**src/i2rs_pkg.sv**
```systemverilog
// Package for the integer to radix string core: widths, ASCII codes,
// control state type and the digit to character mapping.
// No dependencies.
package i2rs_pkg;

  localparam int VALUE_BITS  = 32;
  localparam int RADIX_W     = 6;
  localparam int DIGIT_W     = 6;
  localparam int CHAR_W      = 7;
  localparam int LEN_W       = 6;
  localparam int CNT_W       = $clog2(VALUE_BITS);
  localparam int STACK_DEPTH = VALUE_BITS;

  localparam logic [RADIX_W-1:0] RADIX_MIN = RADIX_W'(2);
  localparam logic [RADIX_W-1:0] RADIX_MAX = RADIX_W'(36);

  localparam logic [CHAR_W-1:0] CHAR_NUL     = CHAR_W'(0);
  localparam logic [CHAR_W-1:0] CHAR_MINUS   = CHAR_W'(45);
  localparam logic [CHAR_W-1:0] CHAR_ZERO    = CHAR_W'(48);
  localparam logic [CHAR_W-1:0] CHAR_LOWER_A = CHAR_W'(97);
  localparam logic [DIGIT_W-1:0] DEC_DIGITS  = DIGIT_W'(10);

  typedef enum logic [2:0] {
    S_IDLE,
    S_DIV,
    S_SIGN,
    S_EMIT,
    S_ERR
  } state_t;

  typedef struct packed {
    logic load;
    logic next;
  } div_ctrl_t;

  typedef struct packed {
    logic               done;
    logic               q_zero;
    logic [DIGIT_W-1:0] digit;
  } div_stat_t;

  typedef struct packed {
    logic push;
    logic pop;
  } stk_ctrl_t;

  function automatic logic [CHAR_W-1:0] digit_char(input logic [DIGIT_W-1:0] d);
    logic [CHAR_W-1:0] dx;
    dx = {1'b0, d};
    if (d < DEC_DIGITS) begin
      return CHAR_ZERO + dx;
    end
    return CHAR_LOWER_A + dx - {1'b0, DEC_DIGITS};
  endfunction

endpackage

```
**src/i2rs_divider.sv**
```systemverilog
// Bit-serial restoring divider: one quotient bit per cycle, the remainder
// is the next digit. Depends on i2rs_pkg.
module i2rs_divider (
  input  logic                               clk,
  input  logic                               rst_n,
  input  i2rs_pkg::div_ctrl_t                ctrl,
  input  logic [i2rs_pkg::VALUE_BITS-1:0]    dividend,
  input  logic [i2rs_pkg::RADIX_W-1:0]       radix,
  output i2rs_pkg::div_stat_t                stat
);
  import i2rs_pkg::*;

  logic [VALUE_BITS-1:0] q_r, q_nxt;
  logic [DIGIT_W-1:0]    rem_r, rem_nxt;
  logic [RADIX_W-1:0]    radix_r, radix_nxt;
  logic [CNT_W-1:0]      cnt_r, cnt_nxt;
  logic                  busy_r, busy_nxt;
  logic                  done_r, done_nxt;
  logic [DIGIT_W:0]      rem_sh;
  logic [DIGIT_W:0]      rem_diff;
  logic                  ge;

  assign rem_sh   = {rem_r, q_r[VALUE_BITS-1]};
  assign rem_diff = rem_sh - {1'b0, radix_r};
  assign ge       = rem_sh >= {1'b0, radix_r};

  always_comb begin
    q_nxt     = q_r;
    rem_nxt   = rem_r;
    radix_nxt = radix_r;
    cnt_nxt   = cnt_r;
    busy_nxt  = busy_r;
    done_nxt  = 1'b0;
    if (ctrl.load) begin
      q_nxt     = dividend;
      radix_nxt = radix;
      rem_nxt   = '0;
      cnt_nxt   = '0;
      busy_nxt  = 1'b1;
    end else if (ctrl.next) begin
      rem_nxt  = '0;
      cnt_nxt  = '0;
      busy_nxt = 1'b1;
    end else if (busy_r) begin
      q_nxt   = {q_r[VALUE_BITS-2:0], ge};
      rem_nxt = ge ? rem_diff[DIGIT_W-1:0] : rem_sh[DIGIT_W-1:0];
      cnt_nxt = cnt_r + CNT_W'(1);
      if (cnt_r == CNT_W'(VALUE_BITS - 1)) begin
        busy_nxt = 1'b0;
        done_nxt = 1'b1;
      end
    end
  end

  always_ff @(posedge clk) begin
    if (!rst_n) begin
      busy_r <= 1'b0;
      done_r <= 1'b0;
      cnt_r  <= '0;
    end else begin
      busy_r <= busy_nxt;
      done_r <= done_nxt;
      cnt_r  <= cnt_nxt;
    end
  end

  always_ff @(posedge clk) begin
    q_r     <= q_nxt;
    rem_r   <= rem_nxt;
    radix_r <= radix_nxt;
  end

  assign stat.done   = done_r;
  assign stat.q_zero = (q_r == '0);
  assign stat.digit  = rem_r;

endmodule

```
**src/i2rs_digit_stack.sv**
```systemverilog
// Last-in first-out shift register of digits: digits arrive least
// significant first and leave most significant first. Depends on i2rs_pkg.
module i2rs_digit_stack (
  input  logic                            clk,
  input  i2rs_pkg::stk_ctrl_t             ctrl,
  input  logic [i2rs_pkg::DIGIT_W-1:0]    digit,
  output logic [i2rs_pkg::DIGIT_W-1:0]    top
);
  import i2rs_pkg::*;

  logic [DIGIT_W-1:0] stk_r   [STACK_DEPTH];
  logic [DIGIT_W-1:0] stk_nxt [STACK_DEPTH];

  always_comb begin
    for (int i = 0; i < STACK_DEPTH; i++) begin
      stk_nxt[i] = stk_r[i];
    end
    if (ctrl.push) begin
      stk_nxt[0] = digit;
      for (int i = 1; i < STACK_DEPTH; i++) begin
        stk_nxt[i] = stk_r[i-1];
      end
    end else if (ctrl.pop) begin
      for (int i = 0; i < STACK_DEPTH - 1; i++) begin
        stk_nxt[i] = stk_r[i+1];
      end
    end
  end

  always_ff @(posedge clk) begin
    for (int i = 0; i < STACK_DEPTH; i++) begin
      stk_r[i] <= stk_nxt[i];
    end
  end

  assign top = stk_r[0];

endmodule

```
**src/integer_to_radix_string_core.sv**
```systemverilog
// Integer to radix string core: converts a signed 32-bit value to ASCII
// text in radix 2..36. Depends on i2rs_pkg, i2rs_divider, i2rs_digit_stack.
//
// Usage:
//   Input channel (in_valid / in_stall): one transfer carries in_value and
//   in_radix. in_stall is high while a conversion is in progress.
//   Result channel (out_valid / out_stall): one transfer per character,
//   most significant first, a leading '-' for negative values. The final
//   character has out_last set and out_length holding the text length.
//   A radix outside 2..36 gives one transfer with out_error set, character
//   and length zero.
// Timing:
//   Each digit takes a full pass of the bit-serial divider over all 32
//   quotient bits; the remainder is then handed over as the digit. All
//   digits are divided first, then one character per cycle is emitted
//   while the receiver takes them.
// Reset: synchronous, active low; returns to idle and drops out_valid.
// Stall: the output register holds a valid character while out_stall is high.
module integer_to_radix_string_core (
  input  logic                                   clk,
  input  logic                                   rst_n,
  input  logic                                   in_valid,
  output logic                                   in_stall,
  input  logic signed [i2rs_pkg::VALUE_BITS-1:0] in_value,
  input  logic [i2rs_pkg::RADIX_W-1:0]           in_radix,
  output logic                                   out_valid,
  input  logic                                   out_stall,
  output logic [i2rs_pkg::CHAR_W-1:0]            out_character,
  output logic                                   out_last,
  output logic [i2rs_pkg::LEN_W-1:0]             out_length,
  output logic                                   out_error
);
  import i2rs_pkg::*;

  state_t state_r, state_nxt;

  logic                  neg_r, neg_nxt;
  logic [LEN_W-1:0]      total_r, total_nxt;
  logic [LEN_W-1:0]      remain_r, remain_nxt;

  logic                  out_valid_r, out_valid_nxt;
  logic [CHAR_W-1:0]     out_character_r;
  logic                  out_last_r;
  logic [LEN_W-1:0]      out_length_r;
  logic                  out_error_r;

  logic                  out_load;
  logic [CHAR_W-1:0]     ld_character;
  logic                  ld_last;
  logic [LEN_W-1:0]      ld_length;
  logic                  ld_error;

  logic                  in_fire;
  logic                  radix_ok;
  logic                  out_free;
  logic                  in_neg;
  logic [VALUE_BITS-1:0] mag;
  logic [DIGIT_W-1:0]    top;

  div_ctrl_t div_ctrl;
  div_stat_t div_stat;
  stk_ctrl_t stk_ctrl;

  assign in_neg   = in_value[VALUE_BITS-1];
  assign mag      = in_neg ? (VALUE_BITS'(~in_value) + VALUE_BITS'(1)) : VALUE_BITS'(in_value);
  assign radix_ok = in_radix inside {[RADIX_MIN:RADIX_MAX]};
  assign in_stall = (state_r != S_IDLE);
  assign in_fire  = in_valid && (state_r == S_IDLE);
  assign out_free = !out_valid_r || !out_stall;

  i2rs_divider u_divider (
    .clk      (clk),
    .rst_n    (rst_n),
    .ctrl     (div_ctrl),
    .dividend (mag),
    .radix    (in_radix),
    .stat     (div_stat)
  );

  i2rs_digit_stack u_stack (
    .clk   (clk),
    .ctrl  (stk_ctrl),
    .digit (div_stat.digit),
    .top   (top)
  );

  always_comb begin
    state_nxt = state_r;
    case (state_r)
      S_IDLE: begin
        if (in_valid) begin
          state_nxt = radix_ok ? S_DIV : S_ERR;
        end
      end
      S_DIV: begin
        if (div_stat.done && div_stat.q_zero) begin
          state_nxt = neg_r ? S_SIGN : S_EMIT;
        end
      end
      S_SIGN: begin
        if (out_free) begin
          state_nxt = S_EMIT;
        end
      end
      S_EMIT: begin
        if (out_free && (remain_r == LEN_W'(1))) begin
          state_nxt = S_IDLE;
        end
      end
      S_ERR: begin
        if (out_free) begin
          state_nxt = S_IDLE;
        end
      end
      default: state_nxt = S_IDLE;
    endcase
  end

  always_comb begin
    div_ctrl.load = in_fire && radix_ok;
    div_ctrl.next = 1'b0;
    stk_ctrl.push = 1'b0;
    stk_ctrl.pop  = 1'b0;
    out_load      = 1'b0;
    ld_character  = CHAR_NUL;
    ld_last       = 1'b0;
    ld_length     = '0;
    ld_error      = 1'b0;
    neg_nxt       = neg_r;
    total_nxt     = total_r;
    remain_nxt    = remain_r;
    case (state_r)
      S_IDLE: begin
        if (in_fire) begin
          neg_nxt    = in_neg;
          total_nxt  = {{(LEN_W-1){1'b0}}, in_neg};
          remain_nxt = '0;
        end
      end
      S_DIV: begin
        if (div_stat.done) begin
          stk_ctrl.push = 1'b1;
          div_ctrl.next = !div_stat.q_zero;
          total_nxt     = total_r + LEN_W'(1);
          remain_nxt    = remain_r + LEN_W'(1);
        end
      end
      S_SIGN: begin
        out_load     = out_free;
        ld_character = CHAR_MINUS;
      end
      S_EMIT: begin
        out_load     = out_free;
        stk_ctrl.pop = out_free;
        ld_character = digit_char(top);
        ld_last      = (remain_r == LEN_W'(1));
        ld_length    = ld_last ? total_r : '0;
        if (out_free) begin
          remain_nxt = remain_r - LEN_W'(1);
        end
      end
      S_ERR: begin
        out_load = out_free;
        ld_last  = 1'b1;
        ld_error = 1'b1;
      end
      default: begin
      end
    endcase
  end

  always_comb begin
    out_valid_nxt = out_valid_r;
    if (out_load) begin
      out_valid_nxt = 1'b1;
    end else if (!out_stall) begin
      out_valid_nxt = 1'b0;
    end
  end

  always_ff @(posedge clk) begin
    if (!rst_n) begin
      state_r     <= S_IDLE;
      out_valid_r <= 1'b0;
      neg_r       <= 1'b0;
      total_r     <= '0;
      remain_r    <= '0;
    end else begin
      state_r     <= state_nxt;
      out_valid_r <= out_valid_nxt;
      neg_r       <= neg_nxt;
      total_r     <= total_nxt;
      remain_r    <= remain_nxt;
    end
  end

  always_ff @(posedge clk) begin
    if (out_load) begin
      out_character_r <= ld_character;
      out_last_r      <= ld_last;
      out_length_r    <= ld_length;
      out_error_r     <= ld_error;
    end
  end

  assign out_valid     = out_valid_r;
  assign out_character = out_character_r;
  assign out_last      = out_last_r;
  assign out_length    = out_length_r;
  assign out_error     = out_error_r;

endmodule
```
**config.mk**
```make
export PLATFORM = sky130hd
export DESIGN_NAME = integer_to_radix_string_core
export DESIGN_NICKNAME = d
export VERILOG_FILES = /design/src/i2rs_pkg.sv /design/src/i2rs_divider.sv /design/src/i2rs_digit_stack.sv /design/src/integer_to_radix_string_core.sv
export SDC_FILE = /design/constraint.sdc
export NUM_CORES = 1
export LEC_CHECK = 0
export ABC_AREA = 0
export BUFFER_PORTS_ARGS = -buffer_cell sky130_fd_sc_hd__buf_2
export CORE_MARGIN = 4
export CORE_UTILIZATION = 44
export CTS_CLUSTER_DIAMETER = 100
export DETAILED_ROUTE_END_ITERATION = 8
export GPL_TIMING_DRIVEN = 1
export REMOVE_ABC_BUFFERS = 1
export SLEW_MARGIN = 40
export SYNTH_ARGS = -nofsm -noshare
export SYNTH_HDL_FRONTEND = slang
export SYNTH_HIERARCHICAL = 1
export SYNTH_SLANG_ARGS = --single-unit
```
**constraint.sdc**
```tcl
create_clock -name clk -period 9.73 [get_ports clk]
set_clock_uncertainty 0.05 [all_clocks]
set_input_delay 1.946 -clock clk [delete_from_list [all_inputs] [get_ports clk]]
set_output_delay 1.946 -clock clk [all_outputs]
set_load 0.03 [all_outputs]
```
Word level (Yosys, flattened, before mapping)
Memories as Yosys holds them, arrays and structs flattened.
Index checks and enable logic that the tools add are counted.
- register bits after elaboration: 83
- memories: 1
- input bits: 42
- bits in read-only memories: 0
- bits in writable memories: 192
- logic and storage cells: 116
- bits in latches: 0
- eq/ne operators: 16
- shift operators: 0
- reductions and logical operators: 25
- mux-type cells: 43
- add/subtract/negate cells: 9
- $lt $le $gt $ge: 4
- multiply operators: 0
- bitwise logic cells: 3
- div/mod/pow operators: 0
- memories (memory ; words ; bits a word ; read ports ; clocked after memory_dff ; wr ports ; RTL line ; text):
    u_stack.stk_r ; 32 ; 6 ; 32 ; 0 ; 32 ; i2rs_digit_stack.sv:11 ; logic [DIGIT_W-1:0] stk_r [STACK_DEPTH];
- operators with widths (operator ; number):
    two-way mux 186 bit ; 2
    two-way mux 32 bit ; 4
    two-way mux 6 bit ; 7
    adder 32 x 2 -> 32 bit (second input constant) ; 1
    zero test 32 bit ; 1
    inverter 32 bit ; 1
    two-way mux 3 bit ; 6
    one-hot mux 6 bit (3 select lines) ; 1
    two-way mux 1 bit ; 17
    one-hot mux 3 bit (5 select lines) ; 1
    two-way mux 7 bit ; 2
    inequality test 2 bit (second input constant) ; 7
    one-hot mux 7 bit (2 select lines) ; 1
    adder 6 x 1 -> 6 bit (second input constant) ; 2
    one-hot mux 6 bit (2 select lines) ; 1
    adder 6 x 6 -> 7 bit (first input constant) ; 1
    adder 7 x 6 -> 7 bit (first input constant) ; 1
    greater-or-equal comparator 7 x 6 -> 1 bit ; 1
    subtractor 7 x 4 -> 7 bit (second input constant) ; 1
    == test 3 x 2 -> 1 bit (second input constant) ; 2
    == test 6 x 1 -> 1 bit (second input constant) ; 1
    greater-or-equal comparator 6 x 2 -> 1 bit (second input constant) ; 1
    less-or-equal comparator 6 bit (second input constant) ; 1
    < comparator 6 x 4 -> 1 bit (second input constant) ; 1
    other kinds (22) ; 36

Longest topological paths before layout
- depth in word-level cells: 6
- depth in mapped cells: 8
- gate-level depth less buffers: 8

Hierarchy
The synthesis kept the hierarchy.
- modules (own cells, without submodules) (module ; cells each ; area each (um2) ; seq. area each (um2) ; times used):
    i2rs_digit_stack ; 406 ; 8600.7 ; 5765.5 ; 1
    integer_to_radix_string_core ; 304 ; 2641.3 ; 790.8 ; 1
    i2rs_divider ; 186 ; 2471.1 ; 1401.3 ; 1

Least setup slack after synthesis
OpenSTA, ideal clock, no wires.
- kind: input -> register
- start: in in_valid
- end: mem u_stack.stk_r[0][0] (enable)
- library setup time: 468 ps
- arrival: 5421 ps
- buffers on the path: 3
- data required time: 9212 ps
- stages on the path: 6
- setup slack: 3791 ps
- path through: mux2i_1 -> nor4_2 -> buf_6 -> buf_6 -> buf_6 -> or2_2
- RTL lines (item ; RTL line ; text):
    from (decl) ; integer_to_radix_string_core.sv:22 ; input logic in_valid,
    to (decl) ; i2rs_digit_stack.sv:11 ;

==> summary.md <==
| Metric | Value |
|---|---|
| Max-Slew Margin vs Limit | 0.496 |
| Min Clock Period, post-route | 4.18 ns |
| Post-route antenna net violation count | 0 |
| DRT Wirelength | between 20 and 25 mm |
| Share of cells above drive strength 1 | 0.365 |
| Core Rows | 64 |
| Worst hold start | u_stack/stk_r[1][89]$_DFFE_PP_ |
| Crit path from | in_valid |
| Total number of H-tree levels | 1 |
| Fmax | 0.239 GHz |
| Chip Height | 185 um |
| R2R Path Start | state_r[0]$_SDFFE_PN0P_ |
| Syn Inst Count | 896 |
| WL per Instance | approximately 16 um |
| Core ar. | 0.0307 mm^2 |
| Vias in the first global route | 7,153 |
| Min-Delay Path Class | reg2reg |
| Final HPWL DP | 13.9 mm |
| Ys Warns | 6 |
| Fin util | 0.497 |
| Io pins | between 50 and 60 |
| CP required | 9.97 ns |
| PwrDens | about 210 mW/mm^2 |
| Top post-synthesis cells by area | edfxtp_1, mux2_4, mux2_2, dfxtp_1, xnor2_1 |
| Post-CTS Hold Fix Bufs | 0 |
| Cell variety after synth | 67 |
| GR Util All Layers | 0.129 |
| Post_cts resized | 0 |
| Worst Reg-to-Reg Cells | 6 |
| Least-Margin Pin Slew | between 0.7 and 0.8 ns |
| CP endpoint kind | flip-flop |
| Pins Over Slew Limit | 0 |
| Synthesis-to-layout area growth | 11.2% |
| Max clock buf depth | 3 |
| Drt initial violations | roughly 460 |
| Reg clk slew, reported paths | 0.06 ns |
| Worst path cell trace | buf_2 -> mux2i_1 -> nor4_4 -> buf_12 -> buf_16 -> buf_6 -> mux2_2 |
| Crit path DAT | 4.42 ns |
| Remaining DRCs | 0 |
| Startpoint Class | primary input |
| Clk_lat worst skew | 0.55 ns |
| Peak per-stage delay on the critical path | 0.63 ns |
| Post-DR vias/cell | 5.26 |
| Commonest register cell after synthesis | edfxtp_1 |
| CTS tree | done |
| Worst Path Max Fanout | 71 |
| Avg Cell Area, Syn | 15.3 um^2 |
| Seq/Total Area, Yosys | 0.580 |
| Place WS | 4.67 ns |
| Total iterations of the first detailed-routing run | 5 |
| Routability cong. | just under 0.8 |
| Setup violations, final | 0 |
| CTS root buf | clkbuf_16 |
| Initial antenna violation count | 0 |
| Hold WS | a little under 0.4 ns |
| Most area-hungry cell type in the Yosys netlist | edfxtp_1 |
| Fin worst setup slack | 5.55 ns |
| Unrepaired setup endpoints after global routing | no |
| PortBufs | 58 |
| Slowest CP cell | buf_6 |
| Status | complete, no violations |
| Inserted Diodes | 0 |
| Global route overflow | 0 |
| Hold path depth | 0 |
| Multi-input logic area | 0.00535 mm^2 |
| Vias | 7,187 |
| Synth top area share | 0.536 |
| First-pass GRT wire length | 36.9 mm |
| Number of flops mapped to enable cells by yosys | 245 |
| WS Path Type | in2reg |
| Fin crit share | 0.429 |
| Seq. cell area | 0.00796 mm^2 |
| FF+latch count, synth | 275 |
| Num CTS Buffers | 30 |
| DIE WIDTH | 185 um |
| Leak | 0.00539 uW |
| Largest net degree at the start of global routing | 133 |
| Die Area | ~0.034 mm^2 |
| Max IR drop VDD | roughly 0.00016 V |
| Nets | 1,008 |
| Initial Utilization | 0.447 |
| Post-synth ARST share | 0 |
| Number of max-cap violations | 0 |
| Synth Cell Area | 0.0137 mm^2 |
| Fill count | approximately 2,600 |
| Final Hold Vio Count | 0 |
| # Post-CTS Setup Buffers | 0 |
| Clock tree sinks | 275 |
## routing by layer
| metal | vias up | track usage | share of wire |
|---|---|---|---|
| li1 | 3517 | - | - |
| met1 | 3535 | 0.195 | 0.51 |
| met2 | 96 | 0.194 | 0.43 |
| met3 | 39 | 0.0178 | 0.028 |
| met4 | 0 | 0.0376 | 0.027 |
| met5 | - | 0 | 0 |
## cell type report
| type | instances | area share |
|---|---|---|
| multi-input cells | 550 | 0.351 |
| clock inverters | 19 | 0.0107 |
| clock buffers | 37 | 0.0529 |
| inverters | 24 | 0.00591 |
| well taps | 396 | 0.0325 |
| flip-flops and latches | 275 | 0.522 |
| repair buffers | 65 | 0.0251 |
## cells in the final DEF, fill, tap and decap left out, types with 14 or more instances in the layout
cell type  count
edfxtp_1     245
mux2_2        89
nor2_1        30
inv_1         24
dfxtp_1       29
xnor2_1       37
ha_1          19
clkbuf_16     30
buf_2         58
o21ai_0       19
a21oi_1       14
nand2_1       29
mux2_4       130
## synthesized netlist by cell type (6+ instances only)
master,number
and2_1,9
xnor2_1,37
nor3_1,11
clkbuf_1,12
nor4_1,11
buf_2,7
nand2_1,29
dfxtp_1,30
inv_1,24
nor2b_1,9
nor2_1,31
o41ai_1,7
buf_6,17
a21boi_0,9
edfxtp_1,245
xor2_1,6
buf_4,7
nand4_1,8
ha_1,19
mux2_2,89
mux2i_1,11
o31ai_1,11
nand2b_1,10
mux2_4,130
o21ai_0,19
a21oi_1,14
nand3_1,7
## through the flow
stage | cell area (um^2) | TNS [ns] | power [uW] | instances
2_1_floorplan | 13400 | -3974.67 | 2150 | 849
3_3_place_gp | 14200 | 0 | 2180 | 1309
3_5_place_dp | 14200 | 0 | 2190 | 1309
4_1_cts | 15200 | 0 | 3300 | 1365
5_1_grt | 15200 | 0 | 3420 | 1366
6_report | 15200 | 0 | 3260 | 1366
## path summary, 6_finish.rpt
kind                            slack, ns                             end
worst max-delay path                 5.55  u_stack/stk_r[1][49]$_DFFE_PP_
worst min-delay path                 0.40  u_stack/stk_r[1][95]$_DFFE_PP_
worst max register to register       6.08  u_stack/stk_r[1][49]$_DFFE_PP_
worst min register to register       0.40  u_stack/stk_r[1][95]$_DFFE_PP_
## worst max-delay path, delay by kind of cell
kind                   cells  cell delay [ns]
AND/OR/NAND/NOR            1             0.23
buffers and inverters      4             1.53
multiplexers               2             0.54
## cells by family after synthesis
| family | after synthesis | synth area share |
|---|---|---|
| compound gates | 99 | 0.0527 |
| xor+xnor | 43 | 0.0275 |
| fa+ha+maj | 20 | 0.0188 |
| buf+inv | 71 | 0.0313 |
| flops | 275 | 0.580 |
| mux | 230 | 0.223 |
| simple gates | 158 | 0.0660 |
## power breakdown
group          internal [uW]  total (uW)  switching, uW
clock network            643        1100            453
logic                    306         602            296
registers               1480        1560           85.7
total                   2420        3260            835
## flip-flops by register name (all words and copies together), names as in the netlist
signal,count
u_stack/stk_r,192
total_r,6
u_divider/done_r,1
u_divider/radix_r,6
u_divider/cnt_r,5
state_r,3
out_error,1
neg_r,1
u_divider/rem_r,6
u_divider/busy_r,1
out_last,1
out_character,7
out_valid,1
remain_r,6
u_divider/q_r,32
out_length,6
(Power assumes the default switching activity.)
